`config.mk`:
```
export PLATFORM = sky130hd
export DESIGN_NAME = safety_arming_supervisor
export DESIGN_NICKNAME = d
export VERILOG_FILES = /design/src/sas_pkg.sv /design/src/sas_decide.sv /design/src/safety_arming_supervisor.sv
export SDC_FILE = /design/constraint.sdc
export NUM_CORES = 1
export LEC_CHECK = 0
export ABC_AREA = 1
export BUFFER_PORTS_ARGS = -buffer_cell sky130_fd_sc_hd__buf_2
export CORE_MARGIN = 4
export CORE_UTILIZATION = 45
export DETAILED_ROUTE_END_ITERATION = 8
export HOLD_SLACK_MARGIN = 0.02
export RECOVER_POWER = 25
export SYNTH_ARGS = -nofsm -noshare
export SYNTH_HDL_FRONTEND = slang
export SYNTH_SLANG_ARGS = --single-unit
```
`constraint.sdc`:
```
create_clock -name clk -period 4.59 [get_ports clk]
set_clock_uncertainty 0.2 [all_clocks]
set_input_delay 0.6885 -clock clk [delete_from_list [all_inputs] [get_ports clk]]
set_output_delay 0.6885 -clock clk [all_outputs]
set_load 0.02 [all_outputs]
```
`src/sas_pkg.sv`:
```
// Package for the safety arming supervisor: types, codes and reset constants.
`timescale 1ns / 1ps
`default_nettype none
package sas_pkg;

	localparam int unsigned FLAG_W = 5;
	localparam int unsigned TIME_W = 32;
	localparam int unsigned HOLD_W = 16;
	localparam int unsigned CODE_W = 3;

	localparam logic [HOLD_W-1:0] HOLD_RESET = 16'd1000;

	typedef enum logic [1:0] {
		ST_BOOT_LOCKED = 2'd0,
		ST_DISARMED    = 2'd1,
		ST_ARMED       = 2'd2,
		ST_FAULT       = 2'd3
	} arm_state_t;

	typedef logic [CODE_W-1:0] fault_code_t;

	localparam fault_code_t FC_NONE        = 3'd0;
	localparam fault_code_t FC_SENSOR      = 3'd1;
	localparam fault_code_t FC_STALL       = 3'd2;
	localparam fault_code_t FC_RUNTIME     = 3'd3;
	localparam fault_code_t FC_NO_FEEDBACK = 3'd4;
	localparam fault_code_t FC_OVERSPEED   = 3'd5;
	localparam fault_code_t FC_CONFIG      = 3'd6;

	typedef struct packed {
		logic [FLAG_W-1:0] fault_flags;
		logic              outputs_enabled;
		logic              calibration_confirmed;
		logic              settings_valid;
		logic              remote_stop;
		logic              command_valid;
		logic              brake_requested;
		logic              throttle_neutral;
		logic [TIME_W-1:0] now_ms;
	} tick_t;

	typedef struct packed {
		fault_code_t       fault;
		arm_state_t        mode;
		logic              timing;
		logic [TIME_W-1:0] start_ms;
	} sup_state_t;

	typedef struct packed {
		arm_state_t  state;
		fault_code_t code;
		logic        drive_enable;
		logic        force_neutral;
	} result_t;

endpackage
`default_nettype wire

```
`src/sas_decide.sv`:
```
// Combinational arming decision: one tick against the current supervisor state.
`timescale 1ns / 1ps
`default_nettype none
module sas_decide (
	input  sas_pkg::tick_t                  tick,
	input  sas_pkg::sup_state_t             cur,
	input  logic [sas_pkg::HOLD_W-1:0]      hold_ms,
	output sas_pkg::sup_state_t             nxt,
	output sas_pkg::result_t                res
);

	sas_pkg::fault_code_t        fault;
	logic [sas_pkg::TIME_W-1:0]  start;
	logic [sas_pkg::TIME_W-1:0]  elapsed;
	logic                        stop;

	always_comb begin
		fault = cur.fault;
		if (fault == sas_pkg::FC_NONE) begin
			if (tick.fault_flags[0])
				fault = sas_pkg::FC_SENSOR;
			else if (tick.fault_flags[1])
				fault = sas_pkg::FC_STALL;
			else if (tick.fault_flags[2])
				fault = sas_pkg::FC_RUNTIME;
			else if (tick.fault_flags[3])
				fault = sas_pkg::FC_NO_FEEDBACK;
			else if (tick.fault_flags[4])
				fault = sas_pkg::FC_OVERSPEED;
			else if (tick.outputs_enabled &&
			         (!tick.calibration_confirmed || !tick.settings_valid))
				fault = sas_pkg::FC_CONFIG;
		end
	end

	// Restart the neutral window on its first tick, so elapsed is zero then.
	assign start   = cur.timing ? cur.start_ms : tick.now_ms;
	assign elapsed = tick.now_ms - start;
	assign stop    = tick.remote_stop || !tick.command_valid || tick.brake_requested;

	always_comb begin
		nxt = cur;
		res.state         = sas_pkg::ST_DISARMED;
		res.code          = sas_pkg::FC_NONE;
		res.drive_enable  = 1'b0;
		res.force_neutral = 1'b0;
		if (fault != sas_pkg::FC_NONE) begin
			nxt.fault         = fault;
			nxt.mode          = sas_pkg::ST_FAULT;
			nxt.timing        = 1'b0;
			res.state         = sas_pkg::ST_FAULT;
			res.code          = fault;
			res.force_neutral = 1'b1;
		end else if (!tick.outputs_enabled) begin
			nxt.mode          = sas_pkg::ST_BOOT_LOCKED;
			nxt.timing        = 1'b0;
			res.state         = sas_pkg::ST_BOOT_LOCKED;
			res.force_neutral = 1'b1;
		end else if (stop) begin
			nxt.mode          = sas_pkg::ST_DISARMED;
			nxt.timing        = 1'b0;
			res.force_neutral = 1'b1;
		end else if (cur.mode == sas_pkg::ST_ARMED) begin
			res.state        = sas_pkg::ST_ARMED;
			res.drive_enable = 1'b1;
		end else if (!tick.throttle_neutral) begin
			nxt.mode   = sas_pkg::ST_DISARMED;
			nxt.timing = 1'b0;
		end else if (elapsed >= {{(sas_pkg::TIME_W-sas_pkg::HOLD_W){1'b0}}, hold_ms}) begin
			nxt.mode         = sas_pkg::ST_ARMED;
			nxt.timing       = 1'b0;
			nxt.start_ms     = start;
			res.state        = sas_pkg::ST_ARMED;
			res.drive_enable = 1'b1;
		end else begin
			nxt.mode     = sas_pkg::ST_DISARMED;
			nxt.timing   = 1'b1;
			nxt.start_ms = start;
		end
	end

endmodule
`default_nettype wire

```
`src/safety_arming_supervisor.sv`:
```
// Top level of the safety arming supervisor: input stage, state, result register.
`timescale 1ns / 1ps
`default_nettype none
// Timing: a tick is held in the input stage register, then its result loads
//   into the result register once that register can accept it; the state
//   update lands in the same edge as the result.
// Throughput: one tick per cycle unless out_stall holds the single-entry result register.
// Reset (arst_n low, asynchronous): boot locked, no fault, neutral timer idle,
//   hold time 1000 ms, both pipeline stages empty.
module safety_arming_supervisor (
	input  logic        clk,
	input  logic        arst_n,
	// input channel
	input  logic        in_valid,
	output logic        in_stall,
	input  logic [4:0]  fault_flags,
	input  logic        outputs_enabled,
	input  logic        calibration_confirmed,
	input  logic        settings_valid,
	input  logic        remote_stop,
	input  logic        command_valid,
	input  logic        brake_requested,
	input  logic        throttle_neutral,
	input  logic [31:0] now_ms,
	// result channel
	output logic        out_valid,
	input  logic        out_stall,
	output logic [1:0]  arming_state,
	output logic [2:0]  fault_code,
	output logic        drive_enable,
	output logic        force_neutral,
	// hold time register write
	input  logic        cfg_valid,
	output logic        cfg_ready,
	input  logic [15:0] cfg_data
);

	sas_pkg::tick_t      tick_in;
	sas_pkg::tick_t      tick_s1;
	logic                valid_s1;
	sas_pkg::result_t    res_s2;
	logic                valid_s2;
	sas_pkg::sup_state_t st_q;
	sas_pkg::sup_state_t st_nxt;
	sas_pkg::result_t    res_nxt;
	logic [15:0]         hold_q;
	logic                advance;
	logic                load_s1;

	// Register writes always complete; the user must change configuration only while idle (not enforced here).
	assign cfg_ready = 1'b1;

	always_ff @(posedge clk or negedge arst_n) begin
		if (!arst_n)
			hold_q <= sas_pkg::HOLD_RESET;
		else if (cfg_valid && cfg_ready)
			hold_q <= cfg_data;
	end

	// Pack the input fields into one tick.
	assign tick_in.fault_flags           = fault_flags;
	assign tick_in.outputs_enabled       = outputs_enabled;
	assign tick_in.calibration_confirmed = calibration_confirmed;
	assign tick_in.settings_valid        = settings_valid;
	assign tick_in.remote_stop           = remote_stop;
	assign tick_in.command_valid         = command_valid;
	assign tick_in.brake_requested       = brake_requested;
	assign tick_in.throttle_neutral      = throttle_neutral;
	assign tick_in.now_ms                = now_ms;

	// Advance the input stage whenever the result register is empty or drains
	// this cycle; stall the input side only while a held tick cannot advance.
	assign advance  = !valid_s2 || !out_stall;
	assign in_stall = valid_s1 && !advance;
	assign load_s1  = in_valid && !in_stall;

	always_ff @(posedge clk or negedge arst_n) begin
		if (!arst_n)
			valid_s1 <= 1'b0;
		else if (load_s1)
			valid_s1 <= 1'b1;
		else if (advance)
			valid_s1 <= 1'b0;
	end

	always_ff @(posedge clk) begin
		if (load_s1)
			tick_s1 <= tick_in;
	end

	sas_decide u_decide (
		.tick    (tick_s1),
		.cur     (st_q),
		.hold_ms (hold_q),
		.nxt     (st_nxt),
		.res     (res_nxt)
	);

	// Commit the supervisor state exactly once per tick, as it leaves stage 1.
	always_ff @(posedge clk or negedge arst_n) begin
		if (!arst_n) begin
			st_q.fault    <= sas_pkg::FC_NONE;
			st_q.mode     <= sas_pkg::ST_BOOT_LOCKED;
			st_q.timing   <= 1'b0;
			st_q.start_ms <= '0;
		end else if (valid_s1 && advance) begin
			st_q <= st_nxt;
		end
	end

	// Result register: hold while stalled, refill or drop when it drains.
	always_ff @(posedge clk or negedge arst_n) begin
		if (!arst_n)
			valid_s2 <= 1'b0;
		else if (advance)
			valid_s2 <= valid_s1;
	end

	always_ff @(posedge clk) begin
		if (valid_s1 && advance)
			res_s2 <= res_nxt;
	end

	assign out_valid     = valid_s2;
	assign arming_state  = res_s2.state;
	assign fault_code    = res_s2.code;
	assign drive_enable  = res_s2.drive_enable;
	assign force_neutral = res_s2.force_neutral;

`ifndef NO_ASSERTIONS
	// A latched fault never changes until reset.
	a_fault_sticky: assert property (@(posedge clk) disable iff (!arst_n)
		(st_q.fault != sas_pkg::FC_NONE) |=> (st_q.fault == $past(st_q.fault)))
		else $error("latched fault changed");

	// The fault mode and a nonzero latched code go together.
	a_fault_mode: assert property (@(posedge clk) disable iff (!arst_n)
		(st_q.mode == sas_pkg::ST_FAULT) == (st_q.fault != sas_pkg::FC_NONE))
		else $error("fault mode and latched code disagree");

	// Drive is only enabled in the armed state, never with forced neutral.
	a_drive_armed: assert property (@(posedge clk) disable iff (!arst_n)
		(valid_s2 && res_s2.drive_enable) |->
			(res_s2.state == sas_pkg::ST_ARMED && !res_s2.force_neutral))
		else $error("drive enabled outside armed state");

	// A tick held in stage 1 stays there while the result side is blocked.
	a_s1_hold: assert property (@(posedge clk) disable iff (!arst_n)
		(valid_s1 && !advance) |=> (valid_s1 && $stable(tick_s1)))
		else $error("stage 1 tick lost while stalled");
`endif

endmodule
`default_nettype wire
```
### Word-level counts from Yosys, hierarchy flattened

Index checks and enable logic that the tools add are counted.

* magnitude comparators: 1
* bitwise gates (word level): 4
* multiplexer cells: 26
* eq/ne operators: 2
* $add $sub $neg: 1
* reductions and logical operators: 23

Operator list (number)
* 35-bit 2-to-1 mux: 2
* 32-bit 2-to-1 mux: 2
* 3-bit 2-to-1 mux: 11
* 32-bit by 16-bit greater-or-equal comparator with 1-bit output: 1
* 32-bit subtractor: 1
* 2-bit 2-to-1 mux: 5
* 1-bit logical NOT: 7
* 1-bit 2-to-1 mux: 6
* 6-bit AND reduction: 1
* 1-bit logical AND: 4
* 1-bit logical OR: 4
* 4-bit by 2-bit inequality test with 1-bit output (second input constant): 1
* 1-bit inverter: 4
* 2-bit AND reduction: 2
* 3-bit logical NOT: 1
* 3-bit nonzero test: 1
* 3-bit OR reduction: 1
* 2-bit equality test (second input constant): 1
* 2-bit nonzero test: 1
* 2-bit OR reduction: 1

* output and inout bits: 10
* flip-flop bits (word level): 107
* bits of input ports: 65
* word-level logic and storage cells: 77

### Longest topological paths before layout

* word-level depth: 13
* depth in mapped cells: 31
* mapped depth without buffers: 30

### Cells and area by module

A second synthesis with hierarchy kept.

* cells, all modules: 1088
* area, all modules: 7728.7 µm²

By module, submodules not included
* sas_decide: sequential area each 0.0 µm², instances 1, area each 3976.3 µm², cells an instance 792
* safety_arming_supervisor: sequential area each 2940.3 µm², instances 1, area each 3752.3 µm², cells an instance 296

### Worst setup path before layout

No wires, ideal clock.

* path kind: reg2reg
* from: reg st_q[32] in the netlist's numbering
* to: reg res_s2, in the netlist arming_state[1] (data pin)
* data arrival time: 3.253 ns
* library setup time: 0.262 ns
* cell stages (with the launch flop): 27
* period minus slack after synthesis: 3.715 ns
* data required time: 4.128 ns
* path slack: 0.875 ns
* cells stage by stage: dfrtp_1 > clkbuf_1 > buf_2 > mux2i_1 > ha_1 > nand2_1 > nand2_1 > nand2_1 > nand2_1 > nand2_1 > nand2_1 > inv_1 > nand2_1 > xor2_1 > ha_1 > a21oi_1 > nor2_1 > a211oi_1 > nand3_1 > nor2_1 > nand3_1 > nor2_2 > nand2_2 > nand2_2 > nand2_2 > nand2_2 > o21ai_0

* cells in the longest elaborated chain, start to end: 8

RTL lines
* start, declared: RTL line safety_arming_supervisor.sv:43 `sas_pkg::sup_state_t st_q;`
* start signal, assigned: RTL line safety_arming_supervisor.sv:107 `st_q <= st_nxt;`
* 32-bit 2-to-1 mux: RTL line sas_decide.sv:37 `assign start = cur.timing ? cur.start_ms : tick.now_ms;`
* 32-bit subtractor: RTL line sas_decide.sv:38 `assign elapsed = tick.now_ms - start;`
* 32-bit by 16-bit greater-or-equal comparator with 1-bit output: RTL line sas_decide.sv:69 `end else if (elapsed >= {{(sas_pkg::TIME_W-sas_pkg::HOLD_W){1'b0}}, hold_ms}) begin`
* 2-bit 2-to-1 mux: RTL line sas_decide.sv:69
* 2-bit 2-to-1 mux: RTL line sas_decide.sv:66 `end else if (!tick.throttle_neutral) begin`
* 2-bit 2-to-1 mux: RTL line sas_decide.sv:63 `end else if (cur.mode == sas_pkg::ST_ARMED) begin`
* 2-bit 2-to-1 mux: RTL line sas_decide.sv:59 `end else if (stop) begin`
* 2-bit 2-to-1 mux: RTL line sas_decide.sv:54 `end else if (!tick.outputs_enabled) begin`
* end signal, assigned: RTL line safety_arming_supervisor.sv:121 `res_s2 <= res_nxt;`
* end, declared: RTL line safety_arming_supervisor.sv:41 `sas_pkg::result_t res_s2;`

Every way passes these cells.
A chain may end at the register's enable or synchronous reset.

### Worst setup path in the final report

* from: reg st_q[32] in the netlist's numbering
* to: reg res_s2, in the netlist arming_state[1] (data pin)

* cells in the longest elaborated chain, start to end: 8

RTL lines
* 32-bit 2-to-1 mux: RTL line sas_decide.sv:37
* named net u_decide.start, one bit: RTL line sas_decide.sv:13 `logic [sas_pkg::TIME_W-1:0] start;`
* 32-bit subtractor: RTL line sas_decide.sv:38
* 32-bit by 16-bit greater-or-equal comparator with 1-bit output: RTL line sas_decide.sv:69
* 2-bit 2-to-1 mux: RTL line sas_decide.sv:69
* 2-bit 2-to-1 mux: RTL line sas_decide.sv:66
* 2-bit 2-to-1 mux: RTL line sas_decide.sv:63
* 2-bit 2-to-1 mux: RTL line sas_decide.sv:59
* 2-bit 2-to-1 mux: RTL line sas_decide.sv:54

The timed path passes the listed nets, and every way through them passes these cells.

==> impl_metrics.py <==
metrics = {
    "synth": {
        "synth_nets": 1061,
        "syn_area_um2": 7110,
        "synth_top_family_by_area": "simple AND/OR/NAND/NOR gates",
        "synth_area_leaders": "edfxtp_1, dfrtp_1, nand2_1, inv_1, ha_1",
        "synth.avg_cell_area_um2": 7.52,
        "synth_compound_area_frac": 0.0677,
        "ys_warn_count": 0,
        "ys_seq_area_frac": 0.413,
        "synth-edff-count": 51,
        "synthAdderAreaFrac": 0.0890,
        "synth_ff_type": "edfxtp_1",
        "synth_top_area_cell": "edfxtp_1",
        "yosysUniqueCellTypes": 38,
        "synthSimpleGateAreaFrac": 0.266,
        "synth_seq_cells": 107,
        "synthMuxAreaShare": 0.0440,
        "synthArstFlopShare": 0.523,
        "netlist.area_leader.share": 0.215,
        "synth-xor-area-share": 0.0172,
        "synthCells": 946,
    },
    "routing": {
        "ant_nets": 0,
        "totalWireLength_um": 15800,
        "drt_iter0_markers": 330,
        "first_pass_iters": 5,
        "drc_errors": 0,
        "wl_per_cell_um": 12.8,
        "via_per_inst": 4.71,
        "vias": 5818,
    },
    "setup_path": {
        "r2r_cells": 23,
        "cpMostUsedCell": "nand3_1",
        "arrival_ps": 4080,
        "crit_path_max_incr_delay_ps": 450,
        "cp_slowest_cell": "fa_1",
        "regToRegStartpoint": "st_q[32]",
        "path_buf_inv": 3,
        "worst_ep_required_time_ps": 4500,
        "crit_chain": "buf_4 > o21ai_0 > inv_1 > fa_1 > inv_1 > nand3_1 > nand3_1 > nand3_1 > nand3_1 > xor2_1 > ha_1 > a21oi_1 > nor2_1 > a211oi_1 > nand3_1 > nor2_1 > nand3_1 > nor2_2 > nand2_2 > nand2_2 > nand2_2 > nand2_2 > o21ai_0",
        "crit_path_start_kind": "register",
        "reg2reg_to": "arming_state[1]",
        "worstPathMaxFanout": 22,
        "path_class": "reg2reg",
        "cp-end-kind": "register",
        "regToRegSetupSlack_ps": 410,
        "cp_top_family": "simple AND/OR/NAND/NOR gates",
    },
    "global_routing": {
        "grt_overflow": 0,
        "grt_pass1_wl_um": 26400,
        "grt_pass1_vias": 5538,
        "track_usage": 0.184,
        "grt_max_degree": 65,
        "antenna_found_initial": 0,
    },
    "sta": {
        "tightest_slew_ps": 1530,
        "fin_tns_setup_ps": 0,
        "fmax_mhz": 239,
        "slew_viol_final": 28,
        "rsz0062_at_grt": "false",
        "relSlewSlack": -0.0226,
        "fin_crit_ps": 4180,
        "finalHoldViolCount": 0,
        "setup_viol": 0,
        "post-route-period-util": 0.910,
    },
    "layout": {
        "antenna_cells": 0,
        "fin_cells": 1236,
        "fillerInstances": 1541,
        "utilization": 0.524,
        "drive_above_1_share": 0.127,
        "syn2layout_area_growth_pct": 12.8,
        "fin_nets": 1135,
    },
    "flow_run": {
        "maxCapViolCount": 1,
    },
    "min_path": {
        "hold_class": "reg2reg",
        "min_from": "valid_s1",
        "hold-path-endpoint": "out_valid",
        "timing.hold.worst_path_depth": 2,
    },
    "floorplanning": {
        "die_w_um": 134,
        "row_count": 45,
        "core_area_um2": 15300,
        "boundaryPins": 75,
        "initial_utilization": 0.464,
        "dieArea_um2": 17900,
        "die_h_um": 134,
    },
    "power_and_ir_drop": {
        "ir_worst_vdd_uv": 292,
        "p_leak_nw": 4.20,
        "cellPowerDensity_nw_per_um2": 319,
    },
    "clock_network": {
        "clk_pin_slew_ps": 80,
        "cts_resized": 0,
        "numCtsBuffers": 9,
        "cts_buffer_depth": 2,
        "cts_root_buffer": "clkbuf_16",
        "numClockSinks": 107,
        "h-tree-depth": 3,
        "cts_tree": "built",
        "post_cts_buffers": 0,
        "clk_latency_ps": 360,
        "cts-hold-fix-buffers": 0,
    },
    "placement": {
        "dp_hpwl_um": 12500,
        "io_buffer_count": 73,
        "placedCellCount": 1220,
        "gp_congestion": 0.910,
    },
    "status": {
        "failed_checks": "capacitance limit, slew limit",
        "status": "finished, violations left",
    },
}
==> stage by stage <==
step	hold WS, ps	setup slack (ps)	area, um2	total power, mW
2_1_floorplan	193	875	7110	1.60
3_3_place_gp	249	451	7710	1.78
3_5_place_dp	259	436	7710	1.79
4_1_cts	147	407	8020	2.59
5_1_grt	276	58.2	8020	2.74
6_report	268	414	8020	2.56
==> state kept, by name, indices dropped and copies added, names as in the netlist <==
register and flops:
out_valid 1, drive_enable 1, force_neutral 1, arming_state 2, hold_q 16, st_q 38
tick_s1 44, valid_s1 1, fault_code 3
==> where the power goes <==
part	total [mW]	leakage (nW)	internal (mW)	switching (mW)
clock	0.792	0.150	0.388	0.404
combinational	0.681	2.87	0.244	0.437
sequential	1.09	1.18	1.07	0.0229
==> worst min-delay path, cell delays in order (launching register included) <==
cell	delay, ps
dfrtp_1	330
inv_1	50
nand2_1	60
==> cell usage after synthesis (4+ instances only) <==
master and instances:
a21oi_1 29, dfstp_2 6, nand3_2 4, nor2_2 6, mux2i_1 29, ha_1 49
o21ai_0 53, nand4_1 9, edfxtp_1 51, dfrtp_1 50, xor2_1 13, clkbuf_1 11
nand3_1 36, inv_1 176, nor3_1 4, nor2_1 57, nand2_2 11, nand2_1 328
==> routing by layer <==
metal | routed length (um) | vias up | GRT usage
met3 | 815 | 17 | 0.0408
li1 | - | 3107 | -
met2 | 6520 | 114 | 0.273
met5 | 0 | - | 0
met4 | 192 | 0 | 0.0446
met1 | 8240 | 2580 | 0.274
==> worst max-delay path by stage <==
stage / slack (ps) / from / endpoint / cells past startpoint
floorplan: 870 / st_q[32] / arming_state[1] / 26
global placement: 450 / st_q[32] / arming_state[1] / 25
detailed placement: 440 / st_q[32] / arming_state[1] / 23
CTS: 410 / st_q[32] / arming_state[1] / 23
global route: 60 / st_q[32] / arming_state[1] / 25
finish: 410 / st_q[32] / arming_state[1] / 23
==> cells in the final DEF, fill, tap and decap left out, types with 6 or more instances in the layout <==
cell type and instances:
a21oi_1 29, buf_2 72, clkbuf_16 9, dfrtp_1 49, dfstp_2 6, edfxtp_1 51, ha_1 49, inv_1 175
mux2i_1 29, nand2_1 328, nand2_2 11, nand3_1 36, nand4_1 9, nor2_1 57, nor2_2 6, o21ai_0 53
xor2_1 13
==> area by class of cell <==
class / instances / area [um2] / area share
multi-input cells: 647 / 3440 / 0.429
flip-flops and latches: 107 / 2940 / 0.367
inverters: 178 / 668 / 0.0833
repair buffers: 77 / 394 / 0.0491
well taps: 211 / 264 / 0.0329
clock buffers: 9 / 225 / 0.0281
clock inverters: 7 / 82.6 / 0.0103
==> cells by family after synthesis <==
| family | Yosys count |
|---|---|
| AND/OR/NAND/NOR | 460 |
| buffers and inverters | 192 |
| flip-flops | 107 |
| AO/OA/AOI/OAI | 91 |
| adder cells (fa/ha/maj) | 50 |
| multiplexers | 31 |
| XOR/XNOR | 14 |
| other | 1 |
No activity file was read; power rests on OpenSTA's default activity.
